## src/hdl/swm_pkg.sv

```systemverilog
// ---------------------------------------------------------------------------
// swm_pkg: shared types and constants for the sliding window median
// Holds the configuration register layout and the control word that the
// top level broadcasts to every cell of the sorted chain.
// ---------------------------------------------------------------------------
`default_nettype none

package swm_pkg;

    // window_size register
    localparam int          CFG_W     = 7;
    localparam logic [6:0]  WIN_RESET = 7'd3;

    // per-cycle command to the cell chain
    typedef struct packed {
        logic en;   // update cells this cycle
        logic rm;   // remove the oldest entry
        logic ins;  // insert the new sample
    } cell_ctl_t;

endpackage

`default_nettype wire

```

## src/hdl/swm_cell.sv

```systemverilog
// ---------------------------------------------------------------------------
// swm_cell: one slot of the sorted window chain
// Holds one value and its age. Each update takes its own word, a neighbor's
// word or the new sample, so the chain stays in ascending order.
// ---------------------------------------------------------------------------
`default_nettype none

module swm_cell #(
    parameter int INDEX  = 0,
    parameter int SW     = 16,
    parameter int AGE_W  = 6,
    parameter int FILL_W = 7
) (
    input  wire                      clk,
    input  swm_pkg::cell_ctl_t       ctl,
    input  wire signed [SW-1:0]      sample,
    input  wire        [FILL_W-1:0]  fill,
    input  wire        [AGE_W-1:0]   drop_idx,
    input  wire signed [SW-1:0]      left_val,
    input  wire        [AGE_W-1:0]   left_age,
    input  wire                      left_le,
    input  wire signed [SW-1:0]      right_val,
    input  wire        [AGE_W-1:0]   right_age,
    input  wire                      right_le,
    output logic signed [SW-1:0]     val,
    output logic       [AGE_W-1:0]   age,
    output logic                     le,
    output logic                     oldest
);
    import swm_pkg::*;

    logic signed [SW-1:0]    val_reg, val_next;
    logic        [AGE_W-1:0] age_reg, age_next;
    logic                    valid;
    logic [FILL_W-1:0]       fill_m1;
    logic                    below_self, below_left;
    logic signed [SW-1:0]    r_self_val, r_left_val;
    logic        [AGE_W-1:0] r_self_age, r_left_age;
    logic                    rle_self, rle_left;

    assign valid   = FILL_W'(INDEX) < fill;
    assign fill_m1 = fill - 1'b1;
    assign le      = valid && (val_reg <= sample);
    assign oldest  = valid && (age_reg == fill_m1[AGE_W-1:0]);
    assign val     = val_reg;
    assign age     = age_reg;

    // view of the chain with the dropped entry squeezed out
    assign below_self = !ctl.rm || (AGE_W'(INDEX) < drop_idx);
    assign below_left = !ctl.rm || (AGE_W'(INDEX) <= drop_idx);
    assign r_self_val = below_self ? val_reg : right_val;
    assign r_self_age = below_self ? age_reg : right_age;
    assign rle_self   = below_self ? le      : right_le;
    assign r_left_val = below_left ? left_val : val_reg;
    assign r_left_age = below_left ? left_age : age_reg;
    assign rle_left   = below_left ? left_le  : le;

    always_comb
    begin
        val_next = r_self_val;
        age_next = r_self_age;
        if (ctl.ins)
        begin
            if (rle_self)
            begin
                age_next = r_self_age + 1'b1;
            end
            else if ((INDEX == 0) || rle_left)
            begin
                val_next = sample;
                age_next = '0;
            end
            else
            begin
                val_next = r_left_val;
                age_next = r_left_age + 1'b1;
            end
        end
    end

    always_ff @(posedge clk)
    begin
        if (ctl.en)
        begin
            val_reg <= val_next;
            age_reg <= age_next;
        end
    end

endmodule

`default_nettype wire

```

## config.mk

```make
export PLATFORM = sky130hd
export DESIGN_NAME = swm_cell
export DESIGN_NICKNAME = d
export VERILOG_FILES = /design/src/hdl/swm_pkg.sv /design/src/hdl/swm_cell.sv
export SDC_FILE = /design/constraint.sdc
export NUM_CORES = 1
export LEC_CHECK = 0
export BUFFER_PORTS_ARGS = -buffer_cell sky130_fd_sc_hd__buf_4
export CAP_MARGIN = 20
export CORE_UTILIZATION = 46
export DETAILED_ROUTE_END_ITERATION = 8
export PLACE_DENSITY = 0.81
export SLEW_MARGIN = 20
export SYNTH_ARGS = -nofsm -noshare
export SYNTH_HDL_FRONTEND = slang
export SYNTH_SLANG_ARGS = --single-unit
```

## constraint.sdc

```tcl
create_clock -name clk -period 5.3 [get_ports clk]
set_clock_uncertainty 0.15 [all_clocks]
set_input_delay 1.59 -clock clk [delete_from_list [all_inputs] [get_ports clk]]
set_output_delay 1.59 -clock clk [all_outputs]
set_load 0.05 [all_outputs]
```

==> flow_summary_export.csv, run 1 <==
group,metric,value,unit
status,run_status,"finished clean",
cells_and_area,area_growth,35.4,%
timing,slew_violations,0,
logic_synthesis,synth_area_leader_cell,"edfxtp_1",
logic_synthesis,synthCells,205,
floorplan,initial_utilization,49.0,%
floorplan,core-area,4090,um2
timing,tns,0,ps
logic_synthesis,yosysSeqAreaShare,33.0,%
clock_network,clk_path_buf_depth,2,
cells_and_area,fin_area,2710,um2
timing,setup_viol,0,
clock_network,worstSkewPairLatency,270,ps
floorplan,die_h,68.0,um
global_routing,grt_pass1_vias,1742,
timing,final_hold_viol_count,0,
place,dpl.hpwl,3720,um
timing,finalCritPeriodShare,96.2,%
min_path,worstHoldEndpoint,"val[12]$_DFFE_PP_",
routing,dr_total_vias,1813,
logic_synthesis,synth_edf_count,22,
floorplan,std_cell_rows,23,
timing,fin_crit,5100,ps
cells_and_area,final_util,66.3,%
setup_path,crit_path_start_kind,"primary input",
logic_synthesis,mappedNetlistNets,302,
clock_network,cts.root.buffer_cell,"clkbuf_8",
routing,drtPass1Iterations,4,
place,postPlaceCellArea,2630,um2
min_path,min_path_cells,2,
cells_and_area,largest_reg_flops,16,
setup_path,reg2reg_slack,1950,ps
power,vdd_drop_max,147,uV
cells_and_area,nNetsFinal,382,
place,dpl.cell_count,330,
logic_synthesis,syn_avg_cell_area,9.77,um2
min_path,hold_start,"val[12]$_DFFE_PP_",
setup_path,arrival,3360,ps
logic_synthesis,synth_top_area_share,33.0,%
logic_synthesis,synth_flop_cell,"edfxtp_1",
power,cellLeakagePower,1.41,nW
cells_and_area,seq_area,661,um2
cells_and_area,fin_cells,334,
routing,drc,0,
floorplan,fp.dieArea,4620,um2
setup_path,slowest_stage,"ha_1",
setup_path,critPathTopFamily,"simple AND/OR/NAND/NOR gates",
place,numPortBuffers,79,
timing,slew_headroom,28.7,%
setup_path,crit_path_cell_trace,"buf_4, inv_1, ha_1, nand4_2, nor4_2, o21ai_1, and4_4, nor3_1, nor2_1, buf_4",
setup_path,worst-setup-path-type,"in2out",
floorplan,ios,103,
cells_and_area,drive_gt1_share,33.5,%
global_routing,overflow,0,
timing,rsz0062_at_grt,"false",
global_routing,grt_max_degree,29,
clock_network,cts_resized,0,
place,gp_congestion,0.829,
routing,viasPerCell,5.43,
cells_and_area,fillers,343,
logic_synthesis,synthDistinctLibCells,43,
routing,first_iter_violations,83,
setup_path,crit_path_frequent_cell,"buf_4",
global_routing,grt_pass1_wl,7330,um
clock_network,path_clk_slew,90,ps
logic_synthesis,synth_common_cells,"34 x mux2i_1, 22 x edfxtp_1, 22 x inv_1, 18 x ha_1",
clock_network,tritoncts,"built",
clock_network,post_cts_buffers,0,
setup_path,worst-path-stages,10,
global_routing,antenna_found_initial,0,
logic_synthesis,synth_seq_cells,22,
clock_network,cts_hold_buf,0,
logic_synthesis,synth_area,2000,um2
clock_network,cts_sinks,22,
logic_synthesis,ys_top_cells_by_area,"edfxtp_1 33%, mux2i_1 17%, ha_1 11%",
clock_network,cts_buffers,3,
setup_path,worstRegToRegCells,7,
setup_path,endpoint_kind,"output pin",
setup_path,critPathMaxStageDelay,340,ps
setup_path,path_max_fanout,4,
logic_synthesis,ys_async_sr_fraction,0,%
timing,worstMarginPinSlew,1070,ps
cells_and_area,multi_input_comb_area,1220,um2
logic_synthesis,yosysMostFrequentCell,"mux2i_1",
cells_and_area,antenna-diode-count,0,
min_path,hp-class,"reg2reg",
clock_network,htreeDepth,1,
routing,drtAntennaViolNets,0,
floorplan,dieWidth,68.0,um
setup_path,cp_num_buf_inv,3,
setup_path,worstReg2RegEnd,"val[0]$_DFFE_PP_",
timing,max_freq,0.196,GHz
routing,routedWlPerCell,14.2,um
setup_path,crit_required,3560,ps
global_routing,grt_use_total,20.9,%
setup_path,timing.rr.start,"val[15]$_DFFE_PP_",
logic_synthesis,yosys_warnings,0,
routing,postRouteWirelength,4730,um
job,maxCapViolCount,0,
power,powerDensity,250,nW/um2
## layout by cell type, fill, tap and decap left out, types with 2 or more instances in the layout
cell type,synthesis,routed
mux2i_1,34,34
inv_1,22,22
a21o_1,2,2
nand2b_1,5,5
ha_1,18,18
and2_1,2,2
mux2_2,3,3
o21ai_0,6,6
xnor2_1,2,2
a31oi_1,3,2
buf_4,0,81
nor3_1,9,9
a21oi_1,12,12
nor4b_1,2,2
nand3_1,7,7
a221o_1,2,2
clkbuf_8,0,3
edfxtp_1,22,22
xor2_1,5,5
nand2_1,12,12
nor2_1,11,11
## worst reg2reg max path, cell delays in order (launching register included)
cell and delay [ps]:
edfxtp_1 440, ha_1 370, nand4_2 150, nor4_2 330, o21ai_1 160, a31oi_2 240
o41a_1 910, mux2_4 360
## area by class of cell
class	count	area share, %
sequential	22	24.4
clock buffer	3	1.52
inverter	22	3.05
multi-input combinational	155	45.2
timing repair buffer	81	22.4
clock inverter	1	1.11
tap	50	2.31
## routing by layer
layer | global-route usage [%] | part of all wire (%) | vias to the layer above
met5 | 0 | 0 | -
met4 | 7.03 | 1.4 | 0
met3 | 2.67 | 6.2 | 7
met2 | 38.4 | 52 | 60
met1 | 24.6 | 41 | 827
li1 | - | - | 919
## where the power goes
group	leakage, nW	switching, mW	internal, mW	total, mW
Combinational	1.16	0.160	0.116	0.276
Sequential	0.217	0.0203	0.219	0.239
Clock	0.0357	0.0608	0.101	0.162
## stage by stage
| step | hold slack [ps] | setup slack (ps) | power (mW) |
|---|---|---|---|
| floorplan | 850 | 104 | 0.428 |
| global placement | 522 | 164 | 0.510 |
| detailed placement | 544 | 171 | 0.519 |
| CTS | 565 | 157 | 0.680 |
| global route | 596 | 29.5 | 0.712 |
| finish | 562 | 204 | 0.677 |
## worst max-delay path by stage
| stage | to | from |
|---|---|---|
| after global routing | le | sample[15] |
| after global placement | le | sample[13] |
| after floorplan | le | sample[14] |
| after CTS | le | sample[13] |
| final | le | sample[15] |
| after detailed placement | le | sample[13] |
## logic make-up after synthesis
logic type / count (synthesis) / share of synthesized area (%)
xor gates and xnor gates: 7 / 3.06
AOI/OAI and AO/OA: 34 / 11.1
and+or+nand+nor: 58 / 15.8
adders and majority gates: 18 / 11.3
buffers and inverters: 28 / 6.44
DFF: 22 / 33.0
muxes: 38 / 19.4
No activity file was read; power rests on OpenSTA's default activity.
==> run 2, diff against run 1 <==
ABC_AREA = 1   (was not set)
CORE_UTILIZATION = 47   (was 46)
GPL_TIMING_DRIVEN = 0   (was not set)
==> flow_summary_export.csv, run 2 <==
group,metric,value,unit
power,vdd_drop_max,142,uV
place,numPortBuffers,79,
power,cellLeakagePower,1.56,nW
logic_synthesis,syn_avg_cell_area,7.75,um2
place,dpl.hpwl,3980,um
clock_network,worstSkewPairLatency,270,ps
routing,drc,0,
logic_synthesis,yosysMostFrequentCell,"nand2_1",
logic_synthesis,yosys_warnings,0,
timing,worstMarginPinSlew,464,ps
logic_synthesis,ys_async_sr_fraction,0,%
cells_and_area,largest_reg_flops,16,
power,powerDensity,255,nW/um2
clock_network,cts_resized,0,
cells_and_area,antenna-diode-count,0,
global_routing,grt_max_degree,23,
clock_network,htreeDepth,1,
setup_path,crit_path_cell_trace,"buf_4, inv_1, ha_1, nand2_1, nor2_1, nand2_1, nor2_1, nand2_1, nand2_1, o21bai_1, a21boi_1, buf_4",
place,postPlaceCellArea,2770,um2
timing,setup_viol,0,
cells_and_area,drive_gt1_share,32.6,%
clock_network,cts_hold_buf,0,
timing,slew_headroom,69.1,%
clock_network,path_clk_slew,90,ps
floorplan,dieWidth,69.1,um
timing,finalCritPeriodShare,89.6,%
logic_synthesis,synth_top_area_share,31.2,%
logic_synthesis,synth_common_cells,"88 x nand2_1, 42 x inv_1, 22 x edfxtp_1, 18 x ha_1, 18 x nand4_1",
logic_synthesis,synthCells,273,
clock_network,clk_path_buf_depth,2,
status,run_status,"finished clean",
floorplan,die_h,69.1,um
logic_synthesis,synth_seq_cells,22,
cells_and_area,fin_area,2850,um2
logic_synthesis,synth_flop_cell,"edfxtp_1",
logic_synthesis,yosysSeqAreaShare,31.2,%
timing,tns,0,ps
setup_path,arrival,3010,ps
routing,routedWlPerCell,12.3,um
floorplan,fp.dieArea,4770,um2
place,gp_congestion,0.816,
logic_synthesis,synth_area,2120,um2
routing,first_iter_violations,116,
clock_network,cts_buffers,3,
setup_path,reg2reg_slack,2890,ps
setup_path,critPathMaxStageDelay,290,ps
cells_and_area,area_growth,34.5,%
floorplan,ios,103,
global_routing,overflow,0,
global_routing,grt_use_total,21.7,%
logic_synthesis,synthDistinctLibCells,34,
cells_and_area,final_util,65.3,%
logic_synthesis,mappedNetlistNets,370,
global_routing,grt_pass1_wl,8550,um
setup_path,crit_path_frequent_cell,"nand2_1",
cells_and_area,final_common_cell,"nand2_1",
floorplan,initial_utilization,48.6,%
global_routing,grt_pass1_vias,1920,
setup_path,crit_required,3560,ps
clock_network,tritoncts,"built",
timing,max_freq,0.210,GHz
setup_path,cp_num_buf_inv,3,
cells_and_area,nNetsFinal,454,
routing,drtAntennaViolNets,0,
floorplan,std_cell_rows,24,
floorplan,core-area,4350,um2
min_path,hp-class,"reg2reg",
cells_and_area,seq_area,661,um2
setup_path,crit_path_start_kind,"primary input",
cells_and_area,multi_input_comb_area,1230,um2
routing,viasPerCell,5.05,
cells_and_area,most-common-layout-cells,"88 x nand2_1, 80 x buf_4, 42 x inv_1",
setup_path,endpoint_kind,"output pin",
timing,final_hold_viol_count,0,
timing,slew_violations,0,
clock_network,cts.root.buffer_cell,"clkbuf_8",
routing,dr_total_vias,2061,
logic_synthesis,synth_area_leader_cell,"edfxtp_1",
routing,drtPass1Iterations,4,
setup_path,critPathTopFamily,"simple AND/OR/NAND/NOR gates",
job,maxCapViolCount,0,
routing,postRouteWirelength,5010,um
clock_network,post_cts_buffers,0,
timing,fin_crit,4750,ps
logic_synthesis,synth_edf_count,22,
setup_path,slowest_stage,"ha_1",
timing,rsz0062_at_grt,"false",
clock_network,cts_sinks,22,
logic_synthesis,ys_top_cells_by_area,"edfxtp_1 31%, nand2_1 16%, ha_1 11%",
global_routing,antenna_found_initial,0,
setup_path,worst-setup-path-type,"in2out",
setup_path,path_max_fanout,2,
cells_and_area,fillers,370,
-- run 2: area by class of cell --
class                   instances  area share (%)
plain buffers                   9            2.02
repair buffers                 79            20.8
multi-input cells             198            43.3
well taps                      52            2.29
clock inverters                 1            1.06
clock buffers                   3            1.45
inverters                      44            5.80
flip-flops and latches         22            23.2
-- run 2: routing by layer --
layer	GRT usage (%)	vias up	part of all wire (%)
met1	28.4	929	45
met2	37.8	60	49
li1	-	1065	-
met4	7.03	0	1.7
met3	1.46	7	3.9
met5	0	-	0
-- run 2: cells by family after synthesis --
kind of cell / synth area share [%]
mux: 7.98
buf+inv: 10.5
flops: 31.2
compound gates: 3.84
fa+ha+maj: 10.6
simple gates: 32.9
xor+xnor: 2.90
-- run 2: worst min-delay path, cell delays in order, from the launching register on --
cell and delay, ps:
edfxtp_1 380, mux2_2 150, nand2_1 40, nand2_1 50
-- run 2: per-stage QoR --
stage	hold slack, ps	setup slack (ps)	cells	total power [mW]
final	573	549	408	0.724
after global routing	595	396	408	0.766
after CTS	576	556	408	0.728
after detailed placement	553	558	404	0.567
after global placement	544	584	404	0.559
after floorplan	879	155	273	0.461
-- run 2: worst paths after layout --
path                          start               end  cells after the start
setup / recovery         sample[11]                le                     12
hold / removal     val[9]$_DFFE_PP_  val[9]$_DFFE_PP_                      3
hold reg to reg    val[9]$_DFFE_PP_  val[9]$_DFFE_PP_                      3
setup reg to reg  val[15]$_DFFE_PP_  val[7]$_DFFE_PP_                     15
-- run 2: power by group --
part	total, mW	leakage (nW)	switching [mW]	internal (mW)
sequential	0.241	0.220	0.0179	0.223
clock	0.161	0.0357	0.0597	0.101
combinational	0.323	1.30	0.197	0.125
==> run 3, diff against run 2 <==
ABC_AREA = not set   (was 1)
CORE_ASPECT_RATIO = 0.7   (was not set)
CORE_UTILIZATION = 46   (was 47)
==> flow_summary_export.csv, run 3 (same netlist as run 1, synthesis figures left out) <==
group,metric,value,unit
cells_and_area,fin_area,2710,um2
cells_and_area,area_growth,35.4,%
power,powerDensity,232,nW/um2
cells_and_area,seq_area,661,um2
routing,drtAntennaViolNets,0,
timing,finalCritPeriodShare,98.6,%
timing,fin_crit,5230,ps
timing,rsz0062_at_grt,"false",
floorplan,fp.dieArea,4620,um2
cells_and_area,most-common-layout-cells,"79 x buf_4, 34 x mux2i_1, 22 x inv_1, 22 x edfxtp_1, 18 x ha_1",
clock_network,worstSkewPairLatency,270,ps
global_routing,antenna_found_initial,0,
cells_and_area,antenna-diode-count,0,
floorplan,ios,103,
min_path,hp-class,"reg2reg",
global_routing,overflow,0,
power,power,0.629,mW
routing,routedWlPerCell,14.1,um
timing,max_freq,0.191,GHz
status,run_status,"finished clean",
setup_path,arrival,3490,ps
global_routing,grt_max_degree,23,
place,postPlaceCellArea,2670,um2
power,cellLeakagePower,1.41,nW
cells_and_area,multi_input_comb_area,1220,um2
setup_path,crit_path_start_kind,"primary input",
setup_path,reg2reg_slack,2430,ps
floorplan,initial_utilization,49.5,%
routing,first_iter_violations,91,
min_path,worstHoldEndpoint,"val[13]$_DFFE_PP_",
job,maxCapViolCount,0,
routing,dr_total_vias,1835,
setup_path,crit_required,3560,ps
clock_network,cts.root.buffer_cell,"clkbuf_8",
place,gp_congestion,0.863,
place,numPortBuffers,79,
setup_path,worst-setup-path-type,"in2out",
min_path,min_path_cells,2,
setup_path,timing.rr.start,"val[15]$_DFFE_PP_",
clock_network,htreeDepth,1,
floorplan,std_cell_rows,19,
clock_network,post_cts_buffers,0,
cells_and_area,largest_reg_flops,16,
clock_network,path_clk_slew,80,ps
cells_and_area,fillers,333,
floorplan,die_h,57.2,um
clock_network,cts_hold_buf,0,
cells_and_area,nNetsFinal,386,
floorplan,dieWidth,80.9,um
cells_and_area,final_common_cell,"buf_4",
clock_network,tritoncts,"built",
timing,tns,0,ps
place,dpl.cell_count,336,
global_routing,grt_pass1_vias,1779,
setup_path,endpoint_kind,"output pin",
global_routing,grt_use_total,21.8,%
clock_network,cts_resized,0,
setup_path,path_max_fanout,4,
cells_and_area,drive_gt1_share,32.3,%
timing,worstMarginPinSlew,741,ps
setup_path,worstReg2RegEnd,"age[3]$_DFFE_PP_",
clock_network,cts_sinks,22,
floorplan,core-area,4040,um2
cells_and_area,fin_cells,340,
power,vdd_drop_max,166,uV
routing,drc,0,
routing,drtPass1Iterations,4,
timing,slew_violations,0,
routing,viasPerCell,5.40,
routing,postRouteWirelength,4800,um
setup_path,worstRegToRegCells,9,
timing,setup_viol,0,
timing,slew_headroom,50.6,%
clock_network,cts_buffers,3,
cells_and_area,final_util,67.1,%
place,dpl.hpwl,3820,um
clock_network,clk_path_buf_depth,2,
min_path,hold_start,"val[13]$_DFFE_PP_",
global_routing,grt_pass1_wl,7780,um
timing,final_hold_viol_count,0,
run 3: cell count changes in the layout (fill, tap and decap cells not counted), sizes merged, moves of 5 or more:
cell,delta
mux2i,+34
mux2,-11
nand4,-16
o21ai,+7
nor3,+6
nand2b,+5
a21oi,+5
nand2,-79
inv,-21
nand3,-10
run 3: area by class of cell:
cell class / instances / area share, %
sequential: 22 / 24.4
buffer: 6 / 1.71
clock buffer: 3 / 1.52
inverter: 22 / 3.05
clock inverter: 1 / 0.138
multi-input combinational: 155 / 44.9
timing repair buffer: 79 / 21.9
tap: 52 / 2.40
run 3: worst max path at each step:
stage,from,endpoint,slack [ps]
finish,sample[14],le,70
global route,sample[13],le,30
CTS,sample[14],le,120
detailed placement,sample[14],le,150
global placement,sample[13],le,160
floorplan,sample[14],le,100
run 3: worst max-delay path, cell delays in order:
cell and delay (ps):
buf_4 80, inv_1 40, ha_1 300, nand4_2 160, nor4_2 340, o21ai_1 160
a31oi_1 330, nor3_1 120, nor2_1 140, buf_4 220
run 3: stage by stage:
step / setup WS (ps) / hold WS (ps)
after floorplan: 104 / 850
after global placement: 158 / 524
after detailed placement: 153 / 541
after CTS: 119 / 565
after global routing: 26.1 / 591
final: 72.7 / 562
run 3: power breakdown:
part	total (mW)	leakage (nW)	internal, mW	switching (mW)
Combinational	0.281	1.17	0.121	0.161
Sequential	0.240	0.217	0.219	0.0206
Clock	0.108	0.0231	0.0518	0.0564
Total	0.629	1.41	0.392	0.238
run 3: routing by layer:
| metal | GRT usage, % | part of all wire (%) | vias up |
|---|---|---|---|
| met5 | 0 | 0 | - |
| met4 | 2.55 | 0.33 | 0 |
| met3 | 5.28 | 7.9 | 2 |
| met2 | 37.5 | 47 | 67 |
| met1 | 28.8 | 45 | 845 |
| li1 | - | - | 921 |
